`config.mk`:
```
export PLATFORM = sky130hd
export DESIGN_NAME = usb_port_overtemp_guard_flat
export DESIGN_NICKNAME = d
export VERILOG_FILES = /design/src/rtl/core/usbog_pkg.sv /design/src/rtl/core/usbog_in_if.sv /design/src/rtl/core/usbog_out_if.sv /design/src/rtl/core/usb_port_overtemp_guard.sv /design/src/flat_wrapper.sv
export SDC_FILE = /design/constraint.sdc
export NUM_CORES = 1
export LEC_CHECK = 0
export BUFFER_PORTS_ARGS = -buffer_cell sky130_fd_sc_hd__buf_2
export CORE_ASPECT_RATIO = 1.75
export CORE_MARGIN = 2
export CORE_UTILIZATION = 41
export CTS_CLUSTER_DIAMETER = 30
export DETAILED_ROUTE_END_ITERATION = 8
export GPL_TIMING_DRIVEN = 0
export PLACE_DENSITY = 0.57
export SLEW_MARGIN = 20
export SYNTH_ARGS = -nofsm -noshare
export SYNTH_HDL_FRONTEND = slang
export SYNTH_SLANG_ARGS = --single-unit
export TNS_END_PERCENT = 50
```
`constraint.sdc`:
```
create_clock -name clk -period 24.6 [get_ports clk]
set_clock_uncertainty 0.1 [all_clocks]
set_input_delay 1.23 -clock clk [delete_from_list [all_inputs] [get_ports clk]]
set_output_delay 1.23 -clock clk [all_outputs]
set_load 0.05 [all_outputs]
```
`src/rtl/core/usbog_pkg.sv`:
```
package usbog_pkg;

  // Field widths
  localparam int TEMP_W  = 10;
  localparam int BATT_W  = 12;
  localparam int DIFF_W  = 11;
  localparam int CNT_W   = 12;
  localparam int KIND_W  = 2;
  localparam int CFG_W   = 10;
  localparam int CFG_IDX_W = 3;

  typedef logic signed [TEMP_W-1:0] temp_t;
  typedef logic signed [BATT_W-1:0] batt_t;
  typedef logic signed [DIFF_W-1:0] diff_t;
  typedef logic signed [CNT_W-1:0]  cnt_t;
  typedef logic [KIND_W-1:0]        kind_t;
  typedef logic [CFG_IDX_W-1:0]     cfg_idx_t;

  // Default counter limits
  localparam int INSERT_COUNT_DEF = 1100;
  localparam int END_COUNT_DEF    = 1001;

  // Reciprocal of ten: floor(a * 3277 / 2^15) equals floor(a / 10) for a up to 2048.
  localparam int RECIP_10    = 3277;
  localparam int RECIP_SHIFT = 15;
  localparam int QUOT_W      = 8;

  // Request kinds
  localparam logic FUNC_TICK    = 1'b0;
  localparam logic FUNC_CHARGER = 1'b1;

  // Charger kinds
  localparam kind_t KIND_NONE = 2'd0;
  localparam kind_t KIND_USB  = 2'd1;

  // Configuration register indexes
  localparam cfg_idx_t CFG_GUARD_ENABLE      = 3'd0;
  localparam cfg_idx_t CFG_PROTECT_CONN_TEMP = 3'd1;
  localparam cfg_idx_t CFG_RECOVER_CONN_TEMP = 3'd2;
  localparam cfg_idx_t CFG_OPEN_DIFF_TEMP    = 3'd3;
  localparam cfg_idx_t CFG_CLOSE_DIFF_TEMP   = 3'd4;
  localparam cfg_idx_t CFG_FAST_SWITCH_DIFF  = 3'd5;

  // Configuration reset values
  localparam temp_t PROTECT_CONN_TEMP_RST = 10'sd70;
  localparam temp_t RECOVER_CONN_TEMP_RST = 10'sd60;
  localparam temp_t OPEN_DIFF_TEMP_RST    = 10'sd25;
  localparam temp_t CLOSE_DIFF_TEMP_RST   = 10'sd15;
  localparam temp_t FAST_SWITCH_DIFF_RST  = 10'sd10;

  // Counter value that marks the idle counter
  localparam cnt_t CNT_IDLE = -12'sd1;

endpackage

```
`src/rtl/core/usbog_in_if.sv`:
```
interface usbog_in_if;
  logic                  valid;
  logic                  ready;
  logic                  func;
  usbog_pkg::temp_t      conn_temp;
  usbog_pkg::batt_t      batt_temp_tenths;
  logic                  batt_valid;
  usbog_pkg::kind_t      charger_kind;

  modport source (
    output valid, func, conn_temp, batt_temp_tenths, batt_valid, charger_kind,
    input  ready
  );
  modport sink (
    input  valid, func, conn_temp, batt_temp_tenths, batt_valid, charger_kind,
    output ready
  );
endinterface

```
`src/rtl/core/usbog_out_if.sv`:
```
interface usbog_out_if;
  logic valid;
  logic ready;
  logic switch_open;
  logic fast_rate;
  logic protect_mode;
  logic monitoring;
  logic wake_hold;

  modport source (
    output valid, switch_open, fast_rate, protect_mode, monitoring, wake_hold,
    input  ready
  );
  modport sink (
    input  valid, switch_open, fast_rate, protect_mode, monitoring, wake_hold,
    output ready
  );
endinterface

```
`src/rtl/core/usb_port_overtemp_guard.sv`:
```
// A request passes through the input register and then the result register. Throughput: one
// request per cycle unless out_ch.ready stalls; the input and result registers form a
// two-stage pipeline, and the guard state is updated once per request in the second stage.
// Reset (rst_n, synchronous, active low) empties both stages, loads the configuration
// registers with their defaults and puts the guard in its idle state with the counter loaded.
module usb_port_overtemp_guard #(
  parameter int INSERT_COUNT = usbog_pkg::INSERT_COUNT_DEF,
  parameter int END_COUNT    = usbog_pkg::END_COUNT_DEF
) (
  input  logic                          clk,
  input  logic                          rst_n,
  usbog_in_if.sink                      in_ch,
  usbog_out_if.source                   out_ch,
  input  logic                          cfg_we,
  input  usbog_pkg::cfg_idx_t           cfg_index,
  input  logic [usbog_pkg::CFG_W-1:0]   cfg_wdata
);

  localparam usbog_pkg::cnt_t INSERT_CNT = usbog_pkg::cnt_t'(INSERT_COUNT);
  localparam usbog_pkg::cnt_t END_CNT    = usbog_pkg::cnt_t'(END_COUNT);
  localparam int PROD_W = usbog_pkg::BATT_W + 13;

  // Configuration registers.
  logic             guard_enable_r;
  usbog_pkg::temp_t protect_conn_temp_r;
  usbog_pkg::temp_t recover_conn_temp_r;
  usbog_pkg::temp_t open_diff_temp_r;
  usbog_pkg::temp_t close_diff_temp_r;
  usbog_pkg::temp_t fast_switch_diff_r;

  always_ff @(posedge clk) begin
    if (!rst_n) begin
      guard_enable_r      <= 1'b0;
      protect_conn_temp_r <= usbog_pkg::PROTECT_CONN_TEMP_RST;
      recover_conn_temp_r <= usbog_pkg::RECOVER_CONN_TEMP_RST;
      open_diff_temp_r    <= usbog_pkg::OPEN_DIFF_TEMP_RST;
      close_diff_temp_r   <= usbog_pkg::CLOSE_DIFF_TEMP_RST;
      fast_switch_diff_r  <= usbog_pkg::FAST_SWITCH_DIFF_RST;
    end else if (cfg_we) begin
      case (cfg_index)
        usbog_pkg::CFG_GUARD_ENABLE:      guard_enable_r      <= cfg_wdata[0];
        usbog_pkg::CFG_PROTECT_CONN_TEMP: protect_conn_temp_r <= cfg_wdata;
        usbog_pkg::CFG_RECOVER_CONN_TEMP: recover_conn_temp_r <= cfg_wdata;
        usbog_pkg::CFG_OPEN_DIFF_TEMP:    open_diff_temp_r    <= cfg_wdata;
        usbog_pkg::CFG_CLOSE_DIFF_TEMP:   close_diff_temp_r   <= cfg_wdata;
        usbog_pkg::CFG_FAST_SWITCH_DIFF:  fast_switch_diff_r  <= cfg_wdata;
        default: ;
      endcase
    end
  end

  // Pipeline handshake. The result register advances when it is empty or being taken,
  // and the input register advances into it at the same time, so a fresh request is
  // taken while a finished result still waits downstream only if the input register is empty.
  logic s1_valid_r;
  logic out_valid_r;
  logic out_adv;
  logic s1_adv;

  assign out_adv     = !out_valid_r || out_ch.ready;
  assign s1_adv      = s1_valid_r && out_adv;
  assign in_ch.ready = !s1_valid_r || out_adv;

  // Input register.
  logic             s1_func_r;
  usbog_pkg::temp_t s1_conn_temp_r;
  usbog_pkg::batt_t s1_batt_r;
  logic             s1_batt_valid_r;
  usbog_pkg::kind_t s1_kind_r;

  always_ff @(posedge clk) begin
    if (!rst_n) begin
      s1_valid_r <= 1'b0;
    end else if (in_ch.ready) begin
      s1_valid_r <= in_ch.valid;
    end
  end

  always_ff @(posedge clk) begin
    if (in_ch.ready && in_ch.valid) begin
      s1_func_r       <= in_ch.func;
      s1_conn_temp_r  <= in_ch.conn_temp;
      s1_batt_r       <= in_ch.batt_temp_tenths;
      s1_batt_valid_r <= in_ch.batt_valid;
      s1_kind_r       <= in_ch.charger_kind;
    end
  end

  // Battery temperature in whole degrees, truncated toward zero. The magnitude is scaled
  // by a reciprocal of ten and the sign put back afterwards.
  logic [usbog_pkg::BATT_W-1:0]   batt_mag;
  logic [PROD_W-1:0]              batt_prod;
  logic [usbog_pkg::QUOT_W-1:0]   batt_quot;
  usbog_pkg::diff_t               batt_deg;
  usbog_pkg::diff_t               diff;

  always_comb begin
    batt_mag  = s1_batt_r[usbog_pkg::BATT_W-1] ? (~s1_batt_r + 1'b1) : s1_batt_r;
    batt_prod = PROD_W'(batt_mag) * PROD_W'(usbog_pkg::RECIP_10);
    batt_quot = batt_prod[usbog_pkg::RECIP_SHIFT +: usbog_pkg::QUOT_W];
    batt_deg  = s1_batt_r[usbog_pkg::BATT_W-1]
                ? -usbog_pkg::diff_t'({1'b0, batt_quot})
                :  usbog_pkg::diff_t'({1'b0, batt_quot});
    diff      = s1_batt_valid_r
                ? (usbog_pkg::diff_t'(s1_conn_temp_r) - batt_deg)
                : '0;
  end

  // Guard state.
  usbog_pkg::cnt_t check_count_r, check_count_nxt;
  logic switch_r,  switch_nxt;
  logic rate_r,    rate_nxt;
  logic mode_r,    mode_nxt;
  logic running_r, running_nxt;
  logic wake_r,    wake_nxt;

  // One step of the guard. On a tick the counter and rate are settled first, then the
  // switch, so a switch opening in the same tick as the end of the count sets the wake
  // flag again after the count released it.
  always_comb begin
    check_count_nxt = check_count_r;
    switch_nxt      = switch_r;
    rate_nxt        = rate_r;
    mode_nxt        = mode_r;
    running_nxt     = running_r;
    wake_nxt        = wake_r;

    if (s1_func_r == usbog_pkg::FUNC_CHARGER) begin
      if (guard_enable_r && (s1_kind_r == usbog_pkg::KIND_USB) && !running_r) begin
        check_count_nxt = INSERT_CNT;
        running_nxt     = 1'b1;
      end
    end else if (running_r) begin
      if ((check_count_r == usbog_pkg::CNT_IDLE) && (s1_kind_r == usbog_pkg::KIND_NONE)) begin
        // Charger gone with the counter idle: stop monitoring.
        switch_nxt      = 1'b0;
        rate_nxt        = 1'b0;
        mode_nxt        = 1'b0;
        check_count_nxt = INSERT_CNT;
        running_nxt     = 1'b0;
      end else begin
        if (diff > usbog_pkg::diff_t'(fast_switch_diff_r)) begin
          // Hot excursion restarts the count from zero in protect mode.
          rate_nxt        = 1'b1;
          check_count_nxt = '0;
          mode_nxt        = 1'b1;
        end else if (check_count_r > END_CNT) begin
          check_count_nxt = check_count_r - 1'b1;
          rate_nxt        = 1'b1;
          mode_nxt        = 1'b0;
        end else if (check_count_r == END_CNT) begin
          check_count_nxt = usbog_pkg::CNT_IDLE;
          rate_nxt        = 1'b0;
          mode_nxt        = 1'b0;
          wake_nxt        = 1'b0;
        end else if (!check_count_r[usbog_pkg::CNT_W-1]) begin
          check_count_nxt = check_count_r + 1'b1;
          rate_nxt        = 1'b1;
          mode_nxt        = 1'b1;
        end else begin
          rate_nxt = 1'b0;
          mode_nxt = 1'b0;
        end

        // Switch with hysteresis between the open and close thresholds.
        if ((diff >= usbog_pkg::diff_t'(open_diff_temp_r)) &&
            (s1_conn_temp_r >= protect_conn_temp_r)) begin
          wake_nxt   = 1'b1;
          switch_nxt = 1'b1;
        end else if ((diff <= usbog_pkg::diff_t'(close_diff_temp_r)) &&
                     (s1_conn_temp_r <= recover_conn_temp_r)) begin
          switch_nxt = 1'b0;
        end
      end
    end
  end

  always_ff @(posedge clk) begin
    if (!rst_n) begin
      check_count_r <= INSERT_CNT;
      switch_r      <= 1'b0;
      rate_r        <= 1'b0;
      mode_r        <= 1'b0;
      running_r     <= 1'b0;
      wake_r        <= 1'b0;
    end else if (s1_adv) begin
      check_count_r <= check_count_nxt;
      switch_r      <= switch_nxt;
      rate_r        <= rate_nxt;
      mode_r        <= mode_nxt;
      running_r     <= running_nxt;
      wake_r        <= wake_nxt;
    end
  end

  // Result register: the state as it stands after the request.
  logic out_switch_r;
  logic out_rate_r;
  logic out_mode_r;
  logic out_running_r;
  logic out_wake_r;

  always_ff @(posedge clk) begin
    if (!rst_n) begin
      out_valid_r <= 1'b0;
    end else if (out_adv) begin
      out_valid_r <= s1_valid_r;
    end
  end

  always_ff @(posedge clk) begin
    if (s1_adv) begin
      out_switch_r  <= switch_nxt;
      out_rate_r    <= rate_nxt;
      out_mode_r    <= mode_nxt;
      out_running_r <= running_nxt;
      out_wake_r    <= wake_nxt;
    end
  end

  assign out_ch.valid        = out_valid_r;
  assign out_ch.switch_open  = out_switch_r;
  assign out_ch.fast_rate    = out_rate_r;
  assign out_ch.protect_mode = out_mode_r;
  assign out_ch.monitoring   = out_running_r;
  assign out_ch.wake_hold    = out_wake_r;

endmodule
```
`src/flat_wrapper.sv`:
```
// flat-port wrapper written by rule: the top's interface ports become plain ports
module usb_port_overtemp_guard_flat 
#(
  parameter int INSERT_COUNT = usbog_pkg::INSERT_COUNT_DEF,
  parameter int END_COUNT    = usbog_pkg::END_COUNT_DEF
)
  (clk, rst_n, cfg_we, cfg_index, cfg_wdata, in_ch_valid, in_ch_func, in_ch_conn_temp, in_ch_batt_temp_tenths, in_ch_batt_valid, in_ch_charger_kind, in_ch_ready, out_ch_valid, out_ch_switch_open, out_ch_fast_rate, out_ch_protect_mode, out_ch_monitoring, out_ch_wake_hold, out_ch_ready);
  usbog_in_if in_ch_i ();
  usbog_out_if out_ch_i ();
  input  logic clk;
  input  logic rst_n;
  input  logic cfg_we;
  input  usbog_pkg::cfg_idx_t cfg_index;
  input  logic [usbog_pkg::CFG_W-1:0] cfg_wdata;
  input wire logic [$bits(in_ch_i.valid)-1:0] in_ch_valid;
  input wire logic [$bits(in_ch_i.func)-1:0] in_ch_func;
  input wire logic [$bits(in_ch_i.conn_temp)-1:0] in_ch_conn_temp;
  input wire logic [$bits(in_ch_i.batt_temp_tenths)-1:0] in_ch_batt_temp_tenths;
  input wire logic [$bits(in_ch_i.batt_valid)-1:0] in_ch_batt_valid;
  input wire logic [$bits(in_ch_i.charger_kind)-1:0] in_ch_charger_kind;
  output wire logic [$bits(in_ch_i.ready)-1:0] in_ch_ready;
  output wire logic [$bits(out_ch_i.valid)-1:0] out_ch_valid;
  output wire logic [$bits(out_ch_i.switch_open)-1:0] out_ch_switch_open;
  output wire logic [$bits(out_ch_i.fast_rate)-1:0] out_ch_fast_rate;
  output wire logic [$bits(out_ch_i.protect_mode)-1:0] out_ch_protect_mode;
  output wire logic [$bits(out_ch_i.monitoring)-1:0] out_ch_monitoring;
  output wire logic [$bits(out_ch_i.wake_hold)-1:0] out_ch_wake_hold;
  input wire logic [$bits(out_ch_i.ready)-1:0] out_ch_ready;
  assign in_ch_i.valid = in_ch_valid;
  assign in_ch_i.func = in_ch_func;
  assign in_ch_i.conn_temp = in_ch_conn_temp;
  assign in_ch_i.batt_temp_tenths = in_ch_batt_temp_tenths;
  assign in_ch_i.batt_valid = in_ch_batt_valid;
  assign in_ch_i.charger_kind = in_ch_charger_kind;
  assign in_ch_ready = in_ch_i.ready;
  assign out_ch_valid = out_ch_i.valid;
  assign out_ch_switch_open = out_ch_i.switch_open;
  assign out_ch_fast_rate = out_ch_i.fast_rate;
  assign out_ch_protect_mode = out_ch_i.protect_mode;
  assign out_ch_monitoring = out_ch_i.monitoring;
  assign out_ch_wake_hold = out_ch_i.wake_hold;
  assign out_ch_i.ready = out_ch_ready;
  usb_port_overtemp_guard #(.INSERT_COUNT(INSERT_COUNT), .END_COUNT(END_COUNT)) u_core (.clk(clk), .rst_n(rst_n), .in_ch(in_ch_i), .out_ch(out_ch_i), .cfg_we(cfg_we), .cfg_index(cfg_index), .cfg_wdata(cfg_wdata));
endmodule
```
Word level (Yosys, flattened, before mapping)
Index checks and enable logic that the tools add are counted.
{"block": "op_classes", "n_eq_ne": 10, "n_mul": 1, "n_addsub": 5, "bitwise_logic": 1, "n_reduce_logical": 23, "mux": 39, "order_cmp": 6}
{"op": "12-bit two-way mux", "n": 9}
{"op": "1-bit two-way mux", "n": 28}
{"op": "12-bit by 1-bit adder with 12-bit output (second input constant)", "n": 2}
{"op": "12-bit by 12-bit multiplier with 23-bit output (second input constant)", "n": 1}
{"op": "11-bit two-way mux", "n": 2}
{"op": "12-bit by 1-bit == test with 1-bit output (second input constant)", "n": 1}
{"op": "12-bit by 11-bit == test with 1-bit output (second input constant)", "n": 1}
{"op": "12-bit by 11-bit > comparator with 1-bit output (second input constant)", "n": 1}
{"op": "12-bit inverter", "n": 1}
{"op": "2-bit AND reduction", "n": 6}
{"op": "12-bit by 1-bit subtractor with 12-bit output (second input constant)", "n": 1}
{"op": "11-bit by 10-bit >= comparator with 1-bit output", "n": 1}
{"op": "11-bit by 10-bit > comparator with 1-bit output", "n": 1}
{"op": "11-bit by 10-bit less-or-equal comparator with 1-bit output", "n": 1}
{"op": "8-bit negation with 11-bit output", "n": 1}
{"op": "11-bit subtractor", "n": 1}
{"op": "10-bit >= comparator", "n": 1}
{"op": "10-bit less-or-equal comparator", "n": 1}
{"op": "1-bit logical AND", "n": 7}
{"op": "3-bit by 2-bit == test with 1-bit output (second input constant)", "n": 2}
{"op": "3-bit == test (second input constant)", "n": 2}
{"op": "6-bit by 5-bit inequality test with 1-bit output (second input constant)", "n": 1}
{"op": "4-bit AND reduction", "n": 1}
{"op": "3-bit by 1-bit == test with 1-bit output (second input constant)", "n": 1}
{"op": "other kinds (8)", "n": 11}
{"block": "word_totals", "out_inout_bits": 7, "register_bits": 101}

Logic depth before layout (Yosys ltp)
Gate-level depths: netlist of the first run.
{"block": "logic_depth", "ltp_word": 15, "ltp_mapped": 43, "ltp_nobuf": 43}

Least setup slack after synthesis of the first run
OpenSTA, ideal clock, no wires.
{"block": "synth_timing", "path_kind": "register to register", "from": "register u_core.s1_batt_r[0]", "to": "register u_core.check_count_r[4]", "period_less_slack_ns": 9.035, "t_arrival_ns": 8.865, "setup_slack_ns": 15.565, "n_path_buf": 0, "stages_incl_launch_ff": 43, "cell_sequence": "edfxtp_1 -> inv_1 -> ha_1 -> nand2_1 -> o31ai_1 -> nand2_1 -> xor2_1 -> ha_1 -> inv_1 -> fa_1 -> inv_1 -> fa_1 -> fa_1 -> inv_1 -> fa_1 -> inv_1 -> ha_1 -> a21oi_1 -> [7 not listed] -> fa_1 -> nor2b_1 -> o21ai_0 -> a21boi_0 -> o21ai_0 -> a21oi_1 -> mux2i_1 -> nand3_1 -> mux2i_1 -> ha_1 -> and3_1 -> nand3_1 -> o32ai_1 -> a21oi_1 -> a21boi_2 -> a21o_1 -> or3_1 -> a21boi_1"}
{"block": "synth_via", "elab_chain_len": 13}
{"item": "from (decl)", "line": "usb_port_overtemp_guard.sv:67", "source": "usbog_pkg::batt_t s1_batt_r;"}
{"item": "from (signal assigned)", "line": "usb_port_overtemp_guard.sv:83", "source": "s1_batt_r <= in_ch.batt_temp_tenths;"}
{"item": "12-bit inverter", "line": "usb_port_overtemp_guard.sv:98", "source": "batt_mag = s1_batt_r[usbog_pkg::BATT_W-1] ? (~s1_batt_r + 1'b1) : s1_batt_r;"}
{"item": "12-bit by 1-bit adder with 12-bit output", "line": "usb_port_overtemp_guard.sv:98"}
{"item": "12-bit two-way mux (*)", "line": "usb_port_overtemp_guard.sv:98"}
{"item": "12-bit by 12-bit multiplier with 23-bit output (*)", "line": "usb_port_overtemp_guard.sv:99", "source": "batt_prod = PROD_W'(batt_mag) * PROD_W'(usbog_pkg::RECIP_10);"}
{"item": "8-bit negation with 11-bit output", "line": "usb_port_overtemp_guard.sv:102", "source": "? -usbog_pkg::diff_t'({1'b0, batt_quot})"}
{"item": "11-bit two-way mux (*)", "line": "usb_port_overtemp_guard.sv:102"}
{"item": "11-bit subtractor (*)", "line": "usb_port_overtemp_guard.sv:105", "source": "? (usbog_pkg::diff_t'(s1_conn_temp_r) - batt_deg)"}
{"item": "11-bit two-way mux (*)", "line": "usb_port_overtemp_guard.sv:105"}
{"item": "11-bit by 10-bit > comparator with 1-bit output (*)", "line": "usb_port_overtemp_guard.sv:142", "source": "if (diff > usbog_pkg::diff_t'(fast_switch_diff_r)) begin"}
{"item": "12-bit two-way mux", "line": "usb_port_overtemp_guard.sv:142"}
{"item": "12-bit two-way mux", "line": "usb_port_overtemp_guard.sv:134", "source": "if ((check_count_r == usbog_pkg::CNT_IDLE) && (s1_kind_r == usbog_pkg::KIND_NONE)) begin"}
{"item": "12-bit two-way mux", "line": "usb_port_overtemp_guard.sv:133", "source": "end else if (running_r) begin"}
{"item": "12-bit two-way mux", "line": "usb_port_overtemp_guard.sv:128", "source": "if (s1_func_r == usbog_pkg::FUNC_CHARGER) begin"}
{"item": "to (signal assigned)", "line": "usb_port_overtemp_guard.sv:187", "source": "check_count_r <= check_count_nxt;"}
{"item": "to (decl)", "line": "usb_port_overtemp_guard.sv:110", "source": "usbog_pkg::cnt_t check_count_r, check_count_nxt;"}
Every way passes the cells marked *; elsewhere a longest branch is shown, timed or not. The select of a mux whose other input is x is not followed.
A chain may end at the register's enable or synchronous reset.

Final worst setup path of the first run
{"block": "layout_timing", "from": "register u_core.s1_batt_r[0]", "to": "register u_core.check_count_r[1]"}
Same word-level chain as after synthesis.

==> impl_metrics.sql, run 1 <==
INSERT INTO impl_metrics (metric_group, metric, value, unit) VALUES
('status', 'outcome', 'completed', ''),
('synthesis', 'synth_compound_area_share', '16.3', '%'),
('drt', 'route.detailed.wl_per_inst', '17.2', 'µm'),
('clocking', 'clk_latency', '360', 'ps'),
('die', 'die_y', '201', 'µm'),
('drt', 'detail-route-antenna-nets', '0', ''),
('critical_path', 'worst_ep_required_time', '24760', 'ps'),
('synthesis', 'synth-async-reset-ratio', '0', '%'),
('synthesis', 'synth_fp_nets', '1288', ''),
('synthesis', 'ys_types', '69', ''),
('sta', 'slew_violations', '0', ''),
('critical_path', 'end_of_the_worst_register_to_register_path', 'u_core.check_count_r[1]$_SDFFE_PN0P_', ''),
('critical_path', 'worstSetupPathType', 'reg2reg', ''),
('placed_design', 'routabilityCongestion', '0.948', ''),
('sta', 'fin_setup_tns', '0', 'ps'),
('grt', 'gr-total-overflow', '0', ''),
('layout', 'num-nets-final', '1348', ''),
('sta', 'final_count_of_hold_timing_violations', '0', ''),
('clocking', 'number_of_clock_sinks_seen_by_cts', '101', ''),
('synthesis', 'synth_seq_cells', '101', ''),
('synthesis', 'yosys_warnings', '0', ''),
('critical_path', 'critical_path.max_fanout', '8', ''),
('critical_path', 'r2r_setup_slack', '13640', 'ps'),
('critical_path', 'critical-path-slowest-cell', 'sky130_fd_sc_hd__o311ai_1', ''),
('placed_design', 'numPortBuffers', '49', ''),
('sta', 'timing.final.crit_share', '44.5', '%'),
('synthesis', 'yosys.area_share.xor_xnor', '3.18', '%'),
('critical_path', 'cpPeakStageDelay', '740', 'ps'),
('clocking', 'path_clk_slew', '70', 'ps'),
('drt', 'wl', '24.4', 'mm'),
('synthesis', 'synthAdderAreaFrac', '29.0', '%'),
('layout', 'multiInputGateArea', '6020', 'µm²'),
('synthesis', 'simple_logic_cell_fraction_of_the_synthesized_area', '17.3', '%'),
('drt', 'detail_route.iter0.violations', '270', ''),
('drt', 'detailedRoute.firstPassIterationCount', '4', ''),
('synthesis', 'netlist_area', '9090', 'µm²'),
('critical_path', 'cp-start-kind', 'flop', ''),
('critical_path', 'r2r_cells', '39', ''),
('layout', 'final_cell_mix', 'sky130_fd_sc_hd__inv_1, sky130_fd_sc_hd__ha_1, sky130_fd_sc_hd__nand2_1', ''),
('layout', 'antenna_cells_inserted', '0', ''),
('die', 'die_w', '117', 'µm'),
('critical_path', 'critPathCapture', 'u_core.check_count_r[1]$_SDFFE_PN0P_', ''),
('grt', 'first_global_vias', '7658', ''),
('critical_path', 'setup.worst_path.start', 'u_core.s1_batt_r[0]$_DFFE_PP_', ''),
('grt', 'gr-usage-all-layers', '21.8', '%'),
('synthesis', 'synth_top_family_by_area', 'adder cells', ''),
('drt', 'viasPerCell', '5.24', ''),
('layout', 'num-fill-cells', '2262', ''),
('clocking', 'root_buffer', 'sky130_fd_sc_hd__clkbuf_16', ''),
('synthesis', 'synthesis.area_per_instance', '8.60', 'µm²'),
('sta', 'maximum_frequency_from_static_timing_analysis', '91.3', 'MHz'),
('die', 'core_region_area', '22000', 'µm²'),
('sta', 'grt_setup_unrepaired', 'no', ''),
('sta', 'finalSetupViolations', '0', ''),
('layout', 'seqCellArea', '2330', 'µm²'),
('clocking', 'cts-htree-levels', '3', ''),
('die', 'placement_rows', '72', ''),
('critical_path', 'worstPathArrival', '11120', 'ps'),
('synthesis', 'synth_ff_type', 'sky130_fd_sc_hd__dfxtp_1', ''),
('synthesis', 'synth_enable_flop_cells', '31', ''),
('die', 'initial_utilization', '41.4', '%'),
('clocking', 'resized_cells_post_cts', '0', ''),
('clocking', 'tritoncts', 'built', ''),
('die', 'design.die.area', '23400', 'µm²'),
('synthesis', 'post_synth_inst_count', '1057', ''),
('synthesis', 'synth-seq-area-share', '25.7', '%'),
('layout', 'area_added_between_synthesis_and_finish', '9.98', '%'),
('clocking', 'cts_setup_buffers', '0', ''),
('grt', 'grt_first_pass_wirelength', '39.0', 'mm'),
('grt', 'number_of_antenna_violations_at_the_first_check_in_global_routing', '0', ''),
('clocking', 'ctsHoldBuffers', '0', '');
synthesized netlist by cell type (all sizes together) (7+ instances only):
cell type | instances | area share (%)
and2 | 7 | 0.48
nand2b | 16 | 1.1
xnor2 | 20 | 1.9
nand3 | 16 | 1.0
nor2b | 17 | 1.2
nand2 | 132 | 5.5
nand3b | 7 | 0.58
clkbuf | 17 | 0.70
nor2 | 51 | 2.1
o21ai | 41 | 2.3
fa | 39 | 8.6
nor3 | 21 | 1.2
o31ai | 8 | 0.72
edfxtp | 31 | 10
ha | 148 | 20
inv | 165 | 6.8
o21a | 8 | 0.66
a21oi | 41 | 2.3
a31oi | 8 | 0.55
and3 | 9 | 0.63
a21boi | 44 | 3.7
o211ai | 19 | 1.6
nor3b | 9 | 0.74
nand4 | 14 | 0.96
a21o | 16 | 1.3
xor2 | 13 | 1.3
dfxtp | 70 | 15
kinds of logic (layout without fill, tap and decap cells):
family | count (synthesis) | in the layout
mux | 5 | 5
simple gates | 323 | 323
compound gates | 218 | 218
buf+inv | 190 | 255
xor+xnor | 33 | 33
fa+ha+maj | 187 | 187
flops | 101 | 101
how the worst min path moves through the flow:
stage	slack [ps]	start	end	cells after the start
floorplan	340	u_core.open_diff_temp_r[7]$_SDFFE_PN0P_	u_core.open_diff_temp_r[7]$_SDFFE_PN0P_	2
global placement	350	u_core.fast_switch_diff_r[5]$_SDFFE_PN0P_	u_core.fast_switch_diff_r[5]$_SDFFE_PN0P_	2
detailed placement	360	u_core.open_diff_temp_r[6]$_SDFFE_PN0P_	u_core.open_diff_temp_r[6]$_SDFFE_PN0P_	2
CTS	370	u_core.open_diff_temp_r[6]$_SDFFE_PN0P_	u_core.open_diff_temp_r[6]$_SDFFE_PN0P_	2
global route	380	u_core.fast_switch_diff_r[6]$_SDFFE_PN0P_	u_core.fast_switch_diff_r[6]$_SDFFE_PN0P_	2
finish	370	u_core.open_diff_temp_r[6]$_SDFFE_PN0P_	u_core.open_diff_temp_r[6]$_SDFFE_PN0P_	2
flip-flops by register name (all words and copies together) (netlist names), 2 cells and up:
name and cells:
u_core.check_count_r 12, u_core.s1_batt_r 12, u_core.close_diff_temp_r 10, u_core.fast_switch_diff_r 10, u_core.open_diff_temp_r 10, u_core.protect_conn_temp_r 10, u_core.recover_conn_temp_r 10, u_core.s1_conn_temp_r 10
u_core.s1_kind_r 2
critical path, delay by kind of cell (launching register included):
kind	cells	cell delay [ps]
flops	1	530
compound gates	12	3620
simple gates	8	1060
fa+ha+maj	9	3750
xor+xnor	3	780
buf+inv	5	380
mux	2	620
layer usage:
metal / GRT usage [%] / vias to the layer above / wire (µm)
met5: 0 / - / 0
met4: 11.3 / 0 / 1300
met3: 2.57 / 59 / 620
met2: 41.9 / 128 / 13600
met1: 22.1 / 3508 / 8850
li1: - / 3738 / -
metrics by stage:
| step | setup WS (ps) | cell area [µm²] | hold WS, ps | std cells | util, % |
|---|---|---|---|---|---|
| 4_1_cts | 13590 | 10000 | 369 | 1418 | 45.5 |
| 6_report | 13640 | 10000 | 365 | 1418 | 45.5 |
| 3_3_place_gp | 13600 | 9710 | 351 | 1402 | 44.2 |
| 3_5_place_dp | 13610 | 9710 | 359 | 1402 | 44.2 |
| 5_1_grt | 12770 | 10000 | 384 | 1418 | 45.5 |
| 2_1_floorplan | 15560 | 9090 | 343 | 1057 | - |
final cells by class:
class	instances	share of cell area, %
multi-input combinational	766	60.3
clock inverter	6	0.513
tap	296	3.70
timing repair buffer	49	2.45
buffer	23	1.09
clock buffer	10	2.39
sequential	101	23.3
inverter	167	6.27
Power of run 1 is not shown: default switching activity piles up to over one toggle a cycle in this logic, so the estimate is an artifact.
==> run 2, diff against run 1 <==
--- a/config.mk
+++ b/config.mk
@@ -12,7 +12,7 @@
 export CTS_CLUSTER_DIAMETER = 30
 export DETAILED_ROUTE_END_ITERATION = 8
 export GPL_TIMING_DRIVEN = 0
-export PLACE_DENSITY = 0.57
+export PLACE_DENSITY = 0.59
 export SLEW_MARGIN = 20
 export SYNTH_ARGS = -nofsm -noshare
 export SYNTH_HDL_FRONTEND = slang
==> constraint.sdc (replaced) <==
create_clock -name clk -period 9.4 [get_ports clk]
set_clock_uncertainty 0.1 [all_clocks]
set_input_delay 0.47 -clock clk [delete_from_list [all_inputs] [get_ports clk]]
set_output_delay 0.47 -clock clk [all_outputs]
set_load 0.05 [all_outputs]
==> run 2 against run 1 <==
Effect of this change: die area stayed put; design area up 7.8%; critical path depth is 2 higher; worst hold slack worse by 190 ps; cell count grew 2.0%; maximum frequency rose by 20%; utilization up 3.5 points; largest cell class unchanged; highest routed layer unchanged.
==> impl_metrics.sql, run 2 (same netlist as run 1, synthesis figures left out) <==
INSERT INTO impl_metrics (metric_group, metric, value, unit) VALUES
('critical_path', 'critical-path-slowest-cell', 'sky130_fd_sc_hd__fa_1', ''),
('placed_design', 'post-dp-hpwl', '20.2', 'mm'),
('die', 'design.die.area', '23400', 'µm²'),
('drt', 'route.detailed.wl_per_inst', '17.4', 'µm'),
('sta', 'fin_setup_tns', '0', 'ps'),
('drt', 'via_count', '7630', ''),
('grt', 'grt_start_max_net_pins', '27', ''),
('critical_path', 'cp-start-kind', 'flop', ''),
('die', 'initial_utilization', '41.4', '%'),
('critical_path', 'worstSetupPathType', 'reg2reg', ''),
('die', 'design.portCount', '51', ''),
('grt', 'gr-total-overflow', '0', ''),
('critical_path', 'cpPeakStageDelay', '550', 'ps'),
('clocking', 'root_buffer', 'sky130_fd_sc_hd__clkbuf_16', ''),
('sta', 'slew-limit-headroom', '36.4', '%'),
('layout', 'finalInstanceArea', '10800', 'µm²'),
('grt', 'grt_first_pass_wirelength', '39.4', 'mm'),
('grt', 'first_global_vias', '7736', ''),
('drt', 'detail_route.iter0.violations', '237', ''),
('clocking', 'number_of_clock_sinks_seen_by_cts', '101', ''),
('sta', 'period_minus_slack', '9100', 'ps'),
('clocking', 'tritoncts', 'built', ''),
('clocking', 'path_clk_slew', '80', 'ps'),
('status', 'outcome', 'completed', ''),
('clocking', 'clock_tree.buffer_depth', '2', ''),
('grt', 'number_of_antenna_violations_at_the_first_check_in_global_routing', '0', ''),
('die', 'die_w', '117', 'µm'),
('die', 'placement_rows', '72', ''),
('clocking', 'clk_latency', '370', 'ps'),
('grt', 'gr-usage-all-layers', '22.2', '%'),
('sta', 'timing.final.crit_share', '96.8', '%'),
('sta', 'slew_violations', '0', ''),
('layout', 'reg.largest.list', 'u_core.check_count_r: 12 flops, u_core.s1_batt_r: 12 flops', ''),
('die', 'die_y', '201', 'µm'),
('sta', 'maximum_frequency_from_static_timing_analysis', '110', 'MHz'),
('layout', 'utilization', '49.0', '%'),
('clocking', 'ctsHoldBuffers', '0', ''),
('drt', 'detail-route-antenna-nets', '0', ''),
('layout', 'mostFrequentLayoutCell', 'sky130_fd_sc_hd__inv_1', ''),
('sta', 'finalSetupViolations', '0', ''),
('critical_path', 'critical_path.max_fanout', '6', ''),
('sta', 'final_count_of_hold_timing_violations', '0', ''),
('layout', 'area_added_between_synthesis_and_finish', '18.6', '%'),
('run', 'maxCapViolCount', '0', ''),
('layout', 'post_layout_nonfiller_instances', '1447', ''),
('drt', 'wl', '25.2', 'mm'),
('critical_path', 'worstPathArrival', '9310', 'ps'),
('layout', 'num-nets-final', '1377', ''),
('drt', 'post-route-drc-count', '0', ''),
('layout', 'final_layout_size_suffix_gt1_share', '16.8', '%'),
('sta', 'worst_margin_slew', '946', 'ps'),
('layout', 'final_cell_mix', 'sky130_fd_sc_hd__inv_1, sky130_fd_sc_hd__ha_1, sky130_fd_sc_hd__nand2_1', ''),
('placed_design', 'dp.cells', '1402', ''),
('die', 'core_region_area', '22000', 'µm²'),
('critical_path', 'crit_family', 'adder cells', ''),
('drt', 'detailedRoute.firstPassIterationCount', '4', ''),
('critical_path', 'worst_ep_required_time', '9610', 'ps'),
('clocking', 'tritoncts.num_buffers', '9', ''),
('critical_path', 'critical_path.endpoint_type', 'flop', ''),
('clocking', 'cts-htree-levels', '3', ''),
('critical_path', 'worst-path-buf-inv', '6', ''),
('layout', 'antenna_cells_inserted', '0', ''),
('worst_hold_path', 'worst_hold_path_type', 'in2reg', ''),
('placed_design', 'numPortBuffers', '49', ''),
('placed_design', 'routabilityCongestion', '0.953', ''),
('placed_design', 'detailed_place.area', '9710', 'µm²'),
('drt', 'viasPerCell', '5.27', '');
run 2: changes by cell type in the layout (fill, tap and decap cells not counted), moves of 4 or more:
cell	previous run	this run
sky130_fd_sc_hd__a21oi_1	40	28
sky130_fd_sc_hd__ha_4	0	9
sky130_fd_sc_hd__ha_1	148	137
sky130_fd_sc_hd__o21ai_0	39	31
sky130_fd_sc_hd__inv_2	0	4
sky130_fd_sc_hd__nand2_1	132	127
sky130_fd_sc_hd__inv_1	165	160
sky130_fd_sc_hd__a21oi_2	1	10
sky130_fd_sc_hd__buf_4	1	30
sky130_fd_sc_hd__o21ai_2	0	6
sky130_fd_sc_hd__xnor2_1	20	11
sky130_fd_sc_hd__xnor2_2	0	6
run 2: through the flow:
stage / setup WS [ps] / hold slack, ps
floorplan: 365 / 343
global placement: -1860 / 352
detailed placement: -1880 / 357
CTS: 3.97 / 163
global route: -60.9 / 162
finish: 298 / 172
run 2: cell type report:
class	count	area, µm²
timing repair buffer	79	474
tap	296	370
clock buffer	9	225
multi-input combinational	766	6550
buffer	22	106
fill	2224	11200
sequential	101	2330
inverter	167	629
clock inverter	7	93.8
run 2: path summary, 6_finish.rpt:
kind	cells after the start	slack, ps	start	endpoint
hold reg to reg	2	370	u_core.fast_switch_diff_r[8]$_SDFFE_PN0P_	u_core.fast_switch_diff_r[8]$_SDFFE_PN0P_
hold / removal	1	170	in_ch_conn_temp[2]	u_core.s1_conn_temp_r[2]$_DFFE_PP_
setup / recovery	41	300	u_core.s1_batt_r[0]$_DFFE_PP_	u_core.check_count_r[4]$_SDFFE_PN0P_
setup reg to reg	41	300	u_core.s1_batt_r[0]$_DFFE_PP_	u_core.check_count_r[4]$_SDFFE_PN0P_
run 2: worst register-to-register path, delay by kind of cell, from the launching register on:
family | cells | cell delay (ps)
adders and majority gates | 10 | 3600
DFF | 1 | 450
and+or+nand+nor | 9 | 1480
xor gates and xnor gates | 3 | 480
muxes | 2 | 490
AOI/OAI and AO/OA | 11 | 1960
buffers and inverters | 6 | 490
run 2: routing by layer:
layer  vias to the layer above  part of all wire (%)  GRT usage [%]
met1                      3623                    37           22.3
met3                        65                   2.1           2.11
met5                         -                     0              0
met2                       145                    56           42.8
li1                       3797                     -              -
met4                         0                   5.3           12.0
run 2: what timing repair did:
| action | CTS | global route |
|---|---|---|
| pin swaps | 23 | 29 |
| gates resized for setup | 61 | 47 |
| buffers inserted | 20 | 10 |
| endpoints found under the setup margin | 20 | 20 |
Power of run 2 is left out for the same reason.
